--- config.mk ---
export PLATFORM = sky130hd
export DESIGN_NAME = vang_sqrt
export DESIGN_NICKNAME = d
export VERILOG_FILES = /design/src/hw/rtl/vang_pkg.sv /design/src/hw/rtl/vang_sqrt.sv
export SDC_FILE = /design/constraint.sdc
export NUM_CORES = 2
export LEC_CHECK = 0
export ABC_AREA = 0
export BUFFER_PORTS_ARGS = -buffer_cell sky130_fd_sc_hd__buf_2
export CAP_MARGIN = 20
export CORE_ASPECT_RATIO = 1.4
export CORE_UTILIZATION = 52
export CTS_CLUSTER_SIZE = 28
export DETAILED_ROUTE_END_ITERATION = 6
export HOLD_SLACK_MARGIN = 0.15
export PLACE_DENSITY = 0.68
export SYNTH_ARGS = -nofsm -noshare
export SYNTH_HDL_FRONTEND = slang
export SYNTH_SLANG_ARGS = --single-unit
--- constraint.sdc ---
create_clock -name clk -period 4.1 [get_ports clk]
set_input_delay 0.41 -clock clk [delete_from_list [all_inputs] [get_ports clk]]
set_output_delay 0.41 -clock clk [all_outputs]
set_load 0.01 [all_outputs]
--- src/hw/rtl/vang_pkg.sv ---
`timescale 1ns / 1ps
// ----------------------------------------------------------------------------
// vang_pkg
// Types, widths and constants shared by the 3D vector angle pipeline.
// ----------------------------------------------------------------------------
package vang_pkg;

  localparam int CompWidth     = 16;
  localparam int AngleFracBits = 14;
  localparam int AngleWidth    = AngleFracBits + 2;

  localparam int RedWidth   = 16;
  localparam int ProdWidth  = 2 * RedWidth;
  localparam int DotWidth   = ProdWidth + 2;
  localparam int CrossWidth = ProdWidth + 1;
  localparam int RadWidth   = 64;
  localparam int RootWidth  = RadWidth / 2;
  localparam int AbsdWidth  = 32;
  localparam int XWidth     = 34;
  localparam int CordWidth  = 36;
  localparam int ZWidth     = 34;
  localparam int Iterations = 31;

  localparam int FrontDepth  = 8;
  localparam int SqrtDepth   = RootWidth;
  localparam int CordicDepth = Iterations + 2;

  localparam logic signed [ZWidth-1:0] Q30HalfPi = 34'sh06487ED51;
  localparam logic signed [ZWidth-1:0] Q30Pi     = 34'sh0C90FDAA2;

  localparam longint AngleMax = (AngleFracBits >= 30) ? 64'hC90FDAA2 :
      ((64'hC90FDAA2 + (64'd1 << (29 - AngleFracBits))) >> (30 - AngleFracBits));

  typedef struct packed {
    logic signed [CompWidth-1:0] first_x;
    logic signed [CompWidth-1:0] first_y;
    logic signed [CompWidth-1:0] first_z;
    logic signed [CompWidth-1:0] second_x;
    logic signed [CompWidth-1:0] second_y;
    logic signed [CompWidth-1:0] second_z;
  } in_t;

  typedef struct packed {
    logic [AngleWidth-1:0] angle;
    logic                  zero_length;
  } out_t;

  typedef struct packed {
    logic                     zero;
    logic signed [XWidth-1:0] x;
    logic [RadWidth-1:0]      rad;
  } sqrt_in_t;

  typedef struct packed {
    logic                     zero;
    logic signed [XWidth-1:0] x;
    logic [RootWidth-1:0]     root;
  } cordic_in_t;

  function automatic logic signed [ZWidth-1:0] atan_q30(input int i);
    logic signed [ZWidth-1:0] t;
    case (i)
      0: t = 34'sh03243F6A8;
      1: t = 34'sh01DAC6705;
      2: t = 34'sh00FADBAFC;
      3: t = 34'sh007F56EA6;
      4: t = 34'sh003FEAB76;
      5: t = 34'sh001FFD55B;
      6: t = 34'sh000FFFAAA;
      7: t = 34'sh0007FFF55;
      8: t = 34'sh0003FFFEA;
      9: t = 34'sh0001FFFFD;
      default: t = (i > 30) ? '0 : ZWidth'((64'sd1 <<< (30 - i)) - 64'sd1);
    endcase
    return t;
  endfunction

  function automatic logic [6:0] bit_len(input logic [63:0] v);
    logic [6:0] n;
    n = '0;
    for (int i = 0; i < 64; i++) begin
      if (v[i]) n = 7'(i + 1);
    end
    return n;
  endfunction

  function automatic logic [2:0][RedWidth-1:0] reduce3(
      input logic [2:0][CompWidth-1:0] c);
    logic [2:0][RedWidth-1:0] r;
    int                       len;
    int                       s;
    logic signed [63:0]       ext;
    s = 0;
    for (int j = 0; j < 3; j++) begin
      len = 1;
      for (int i = 0; i < CompWidth; i++) begin
        if (c[j][i] != c[j][CompWidth-1]) len = i + 2;
      end
      if (len - RedWidth > s) s = len - RedWidth;
    end
    for (int j = 0; j < 3; j++) begin
      ext = 64'(signed'(c[j]));
      ext = ext >>> s;
      r[j] = ext[RedWidth-1:0];
    end
    return r;
  endfunction

endpackage

--- src/hw/rtl/vang_sqrt.sv ---
`timescale 1ns / 1ps
// ----------------------------------------------------------------------------
// vang_sqrt
// Pipelined integer square root, one result bit per stage.
// ----------------------------------------------------------------------------
module vang_sqrt (
  input  logic                 clk,
  input  logic                 rst,
  input  logic                 in_valid,
  input  vang_pkg::sqrt_in_t   in_data,
  output logic                 out_valid,
  output vang_pkg::cordic_in_t out_data
);

  localparam int N   = vang_pkg::SqrtDepth;
  localparam int RTW = vang_pkg::RootWidth;
  localparam int RMW = RTW + 2;

  logic [N:0]                  valid;
  logic [N:0]                  zero;
  logic signed [vang_pkg::XWidth-1:0] x    [N+1];
  logic [vang_pkg::RadWidth-1:0]      rad  [N+1];
  logic [RMW-1:0]              rem  [N+1];
  logic [RTW-1:0]              root [N+1];

  assign valid[0] = in_valid;
  assign zero[0]  = in_data.zero;
  assign x[0]     = in_data.x;
  assign rad[0]   = in_data.rad;
  assign rem[0]   = '0;
  assign root[0]  = '0;

  for (genvar s = 0; s < N; s++) begin : g_step
    logic [RMW+1:0] rem_n;
    logic [RMW+1:0] trial;
    assign rem_n = {rem[s], rad[s][vang_pkg::RadWidth-1 -: 2]};
    assign trial = {2'b00, root[s], 2'b01};

    always_ff @(posedge clk) begin
      if (rst) begin
        valid[s+1] <= 1'b0;
      end else begin
        valid[s+1] <= valid[s];
      end
      zero[s+1] <= zero[s];
      x[s+1]    <= x[s];
      rad[s+1]  <= rad[s] << 2;
      if (rem_n >= trial) begin
        rem[s+1]  <= RMW'(rem_n - trial);
        root[s+1] <= {root[s][RTW-2:0], 1'b1};
      end else begin
        rem[s+1]  <= RMW'(rem_n);
        root[s+1] <= {root[s][RTW-2:0], 1'b0};
      end
    end
  end

  assign out_valid     = valid[N];
  assign out_data.zero = zero[N];
  assign out_data.x    = x[N];
  assign out_data.root = root[N];

endmodule

==> flow_summary.html <==
<table>
<tr><th>Metric</th><th>Value</th></tr>
<tr><th colspan="2">Status</th></tr>
<tr><td>Status</td><td>finished clean</td></tr>
<tr><th colspan="2">Worst setup path</th></tr>
<tr><td>Largest fanout of any net on the critical path</td><td>46</td></tr>
<tr><td>Category of the most critical setup path</td><td>flop to flop</td></tr>
<tr><td>Cells along the critical path</td><td>inv_1 &gt; ha_1 &gt; nand4_1 &gt; a21oi_1 &gt; a2111oi_1 &gt; buf_4 &gt; o211a_1 &gt; nor3_1 &gt; a31o_2 &gt; a31o_2 &gt; mux2_2</td></tr>
<tr><td>Worst path top cell family by delay</td><td>compound AO/OA/AOI/OAI gates</td></tr>
<tr><td>Worst-case reg-to-reg path depth</td><td>11</td></tr>
<tr><td>Worst Setup Start Kind</td><td>flop</td></tr>
<tr><td>CP bufs+invs</td><td>2</td></tr>
<tr><td>Dominant cell type by count on the critical path</td><td>a31o_2</td></tr>
<tr><td>Slowest cell on the critical path</td><td>a31o_2</td></tr>
<tr><td>Worst setup EP type</td><td>flop</td></tr>
<tr><td>Logic depth of the worst path, buffers included</td><td>11</td></tr>
<tr><td>Data arrival time of the critical path</td><td>4.57 ns</td></tr>
<tr><td>Required time worst endpoint</td><td>4.83 ns</td></tr>
<tr><td>Worst stage delay on the critical path</td><td>between 0.8 and 0.9 ns</td></tr>
<tr><th colspan="2">Route</th></tr>
<tr><td>DRC marker count from the first detailed-route iteration</td><td>3060</td></tr>
<tr><td>Via-per-instance ratio</td><td>5.06</td></tr>
<tr><td>Remaining antenna violation count after routing</td><td>0</td></tr>
<tr><td>Mean routed wirelength per cell</td><td>16.7 um</td></tr>
<tr><td>Overall routed net length</td><td>232000 um</td></tr>
<tr><td>Number of DRC violations after detailed routing</td><td>0</td></tr>
<tr><td>Overall via count from detail_route</td><td>between 70000 and 80000</td></tr>
<tr><td>First-pass detailed-route iteration total</td><td>6</td></tr>
<tr><th colspan="2">Final layout</th></tr>
<tr><td>Layout-stage area growth over the synthesis result</td><td>15.1%</td></tr>
<tr><td>Most used cells in the layout excluding fill and tap cells</td><td>dfxtp_1, inv_1, nor2_1</td></tr>
<tr><td>Commonest non-fill, non-tap cell in the layout</td><td>dfxtp_1</td></tr>
<tr><td>Seq. cell area</td><td>0.0733 mm^2</td></tr>
<tr><td>Multi-input combinational cell area</td><td>0.0382 mm^2</td></tr>
<tr><td>Share of cells above drive strength 1</td><td>0.0891</td></tr>
<tr><td>Fill count</td><td>17626</td></tr>
<tr><td>Number of nets in the final layout</td><td>11381</td></tr>
<tr><th colspan="2">Clock network</th></tr>
<tr><td>Maximum clock insertion buffer count</td><td>4</td></tr>
<tr><td>CTS root buffer</td><td>clkbuf_16</td></tr>
<tr><td>Clock insertion delay at the later pin of the skew report</td><td>approximately 0.87 ns</td></tr>
<tr><td>Number of setup buffers added after CTS</td><td>0</td></tr>
<tr><td># H-tree levels</td><td>5</td></tr>
<tr><td>Clock tree from TritonCTS</td><td>done</td></tr>
<tr><td>Clock-pin slew on the worst setup and hold paths</td><td>0.06 ns</td></tr>
<tr><td>Clock sink count</td><td>3661</td></tr>
<tr><td>Number of buffers created by CTS</td><td>328</td></tr>
<tr><th colspan="2">Die</th></tr>
<tr><td>Overall die height</td><td>559 um</td></tr>
<tr><td>Row cnt</td><td>204</td></tr>
<tr><td>Width of the die</td><td>400 um</td></tr>
<tr><td># IOs</td><td>170</td></tr>
<tr><td>Core area</td><td>0.220 mm^2</td></tr>
<tr><td>Initial standard-cell utilization of the core</td><td>0.522</td></tr>
<tr><td>Die area</td><td>roughly 0.22 mm^2</td></tr>
<tr><th colspan="2">Timing</th></tr>
<tr><td>Achievable frequency</td><td>261 MHz</td></tr>
<tr><td>Layout Skew</td><td>0.0615 ns</td></tr>
<tr><td>Unrepaired setup endpoints after global routing</td><td>false</td></tr>
<tr><td>Final setup margin</td><td>0.263 ns</td></tr>
<tr><td>Setup tns final</td><td>0 ns</td></tr>
<tr><td>Count of endpoints failing hold in the final timing report</td><td>0</td></tr>
<tr><td>Actual slew at the worst max-slew pin</td><td>1.06 ns</td></tr>
<tr><td>Fin Hold WS</td><td>0.203 ns</td></tr>
<tr><td>Period Utilization, post-route</td><td>0.936</td></tr>
<tr><td>Worst-case headroom to the max-slew limit</td><td>0.294</td></tr>
<tr><td>Max-slew violation count</td><td>0</td></tr>
<tr><td>Shortest period the worst path allows</td><td>3.84 ns</td></tr>
<tr><td>Endpoints failing setup</td><td>0</td></tr>
<tr><th colspan="2">Worst hold path</th></tr>
<tr><td>Type of the most critical hold path</td><td>input port to flop</td></tr>
<tr><td>Number of cells on the worst hold path</td><td>2</td></tr>
<tr><th colspan="2">Placement</th></tr>
<tr><td>Final HPWL from detailed placement</td><td>172000 um</td></tr>
<tr><td>Count of input and output buffers</td><td>169</td></tr>
<tr><td>Setup Slack @ Placement</td><td>0.315 ns</td></tr>
<tr><td>Final weighted congestion in routability-driven placement</td><td>0.915</td></tr>
<tr><th colspan="2">Power and ir drop</th></tr>
<tr><td>Peak ir drop on the vdd network</td><td>~520 uV</td></tr>
<tr><td>Pwr per Cell Area</td><td>roughly 650 mW/mm^2</td></tr>
<tr><td>Static Leakage</td><td>between 60 and 70 nW</td></tr>
<tr><th colspan="2">Global routing</th></tr>
<tr><td>Initial antenna violation count</td><td>2</td></tr>
<tr><td>First-pass GRT wire length</td><td>365000 um</td></tr>
<tr><td>Global route overflow</td><td>0</td></tr>
<tr><td>Number of global-route vias before repair</td><td>approximately 70000</td></tr>
<tr><td>Pin count of the biggest net entering global routing</td><td>51</td></tr>
<tr><td>Global-route usage over all layers</td><td>0.204</td></tr>
<tr><th colspan="2">Job</th></tr>
<tr><td>Max-cap violation count</td><td>0</td></tr>
<tr><th colspan="2">Synth</th></tr>
<tr><td>Post-synth ARST share</td><td>0</td></tr>
<tr><td>Most instantiated flip-flop cell in the synthesis netlist</td><td>dfxtp_1</td></tr>
<tr><td>Post-synthesis average cell area</td><td>11.3 um^2</td></tr>
<tr><td>Syn nets</td><td>around 11000</td></tr>
<tr><td>Yosys cell types</td><td>96</td></tr>
<tr><td>Seq cells post-synth</td><td>3661</td></tr>
<tr><td>YS warnings</td><td>0</td></tr>
<tr><td>Sequential fraction of the synthesis area</td><td>0.637</td></tr>
<tr><td>Number of standard cells after synthesis</td><td>10179</td></tr>
<tr><td>Number of flops mapped to enable cells by yosys</td><td>0</td></tr>
<tr><td>Post-synth design cell area</td><td>0.115 mm^2</td></tr>
</table>
what timing repair did:
item / 4_1_cts / 5_1_grt
hold endpoints to repair: 132 / 0
hold buffers: 166 / 0
gates resized for setup: 0 / 0
routing by layer:
metal,routed length (um),vias to the layer above,GRT usage
met2,123000,1446,0.391
met4,14400,0,0.126
met5,0,-,0
met3,8190,653,0.0299
met1,85700,32762,0.205
li1,-,35337,-
synthesized netlist by cell type, drive strengths merged, types with 11 or more instances:
cell type / count / area, um^2
or3: 84 / 526
and3: 46 / 288
a2111oi: 24 / 220
xnor2: 422 / 3700
a221o: 11 / 110
mux2i: 15 / 150
a211oi: 43 / 328
dfxtp: 3661 / 73300
a21o: 243 / 1820
buf: 62 / 399
o211ai: 32 / 245
and2: 36 / 225
o31ai: 53 / 398
a31o: 15 / 131
nor4: 116 / 732
o21bai: 60 / 450
nor3: 220 / 1110
a211o: 17 / 149
nand4: 98 / 619
clkbuf: 149 / 559
nor3b: 18 / 135
o21ai: 409 / 2050
nand3: 130 / 651
and4: 16 / 140
ha: 565 / 7070
nand3b: 24 / 180
a31oi: 37 / 231
mux2: 96 / 1100
nor2b: 125 / 782
or2: 43 / 272
a21oi: 607 / 3040
or4: 58 / 447
nand2: 511 / 1920
inv: 723 / 2710
xor2: 410 / 3590
o21a: 96 / 721
nor2: 609 / 2290
a21boi: 20 / 150
nand2b: 122 / 763
metrics by stage:
stage,util,area (um^2),cells,power (mW)
floorplan,-,115000,10179,50.9
global placement,0.542,119000,13102,54.4
detailed placement,0.542,119000,13102,54.6
CTS,0.601,132000,13859,86.7
global route,0.601,132000,13864,89.8
finish,0.601,132000,13864,85.7
power by group:
group,internal (mW),switching (mW)
clock,18.7,12.9
combinational,4.80,5.79
sequential,40.2,3.27
worst paths after layout:
check,from,to,slack (ns)
setup / recovery,g_step[26].trial[4]$_DFF_P_,g_step[27].rem_n[12]$_DFF_P_,0.26
hold / removal,in_data[47],rad[2033]$_DFF_P_,0.20
setup reg to reg,g_step[26].trial[4]$_DFF_P_,g_step[27].rem_n[12]$_DFF_P_,0.26
hold reg to reg,rad[567]$_DFF_P_,rad[505]$_DFF_P_,0.28
worst reg2reg max path, stage by stage (launching register included):
cell and delay [ns]:
dfxtp_1 0.39, inv_1 0.06, ha_1 0.34, nand4_1 0.25, a21oi_1 0.23, a2111oi_1 0.08
buf_4 0.17, o211a_1 0.23, nor3_1 0.37, a31o_2 0.30, a31o_2 0.88, mux2_2 0.44
registers in the layout, summed over array words and instances, names as in the netlist:
name / cells
out_valid: 1
x: 1054
valid: 31
g_step.rem_n: 1051
g_step.trial: 496
out_data: 67
zero: 31
rad: 930
cell type report:
| type | count | area share |
|---|---|---|
| Clock buffer | 444 | 0.0710 |
| Timing Repair Buffer | 416 | 0.0240 |
| Clock inverter | 147 | 0.0152 |
| Multi-Input combinational cell | 5584 | 0.288 |
| Inverter | 723 | 0.0205 |
| Antenna cell | 5 | 0.0000945 |
| Tap cell | 2884 | 0.0273 |
| Sequential cell | 3661 | 0.554 |
kinds of logic (layout without fill, tap and decap cells):
kind of cell | count (synthesis) | in the layout | share of synthesized area
muxes | 111 | 111 | 0.0109
and+or+nand+nor | 2289 | 2289 | 0.0988
AOI/OAI and AO/OA | 1786 | 1786 | 0.0967
DFF | 3661 | 3661 | 0.637
xor gates and xnor gates | 832 | 832 | 0.0633
adders and majority gates | 565 | 565 | 0.0614
other | 1 | 6 | 0.0000326
buffers and inverters | 934 | 1730 | 0.0319
Note: power is estimated with default switching activity, not from simulation.
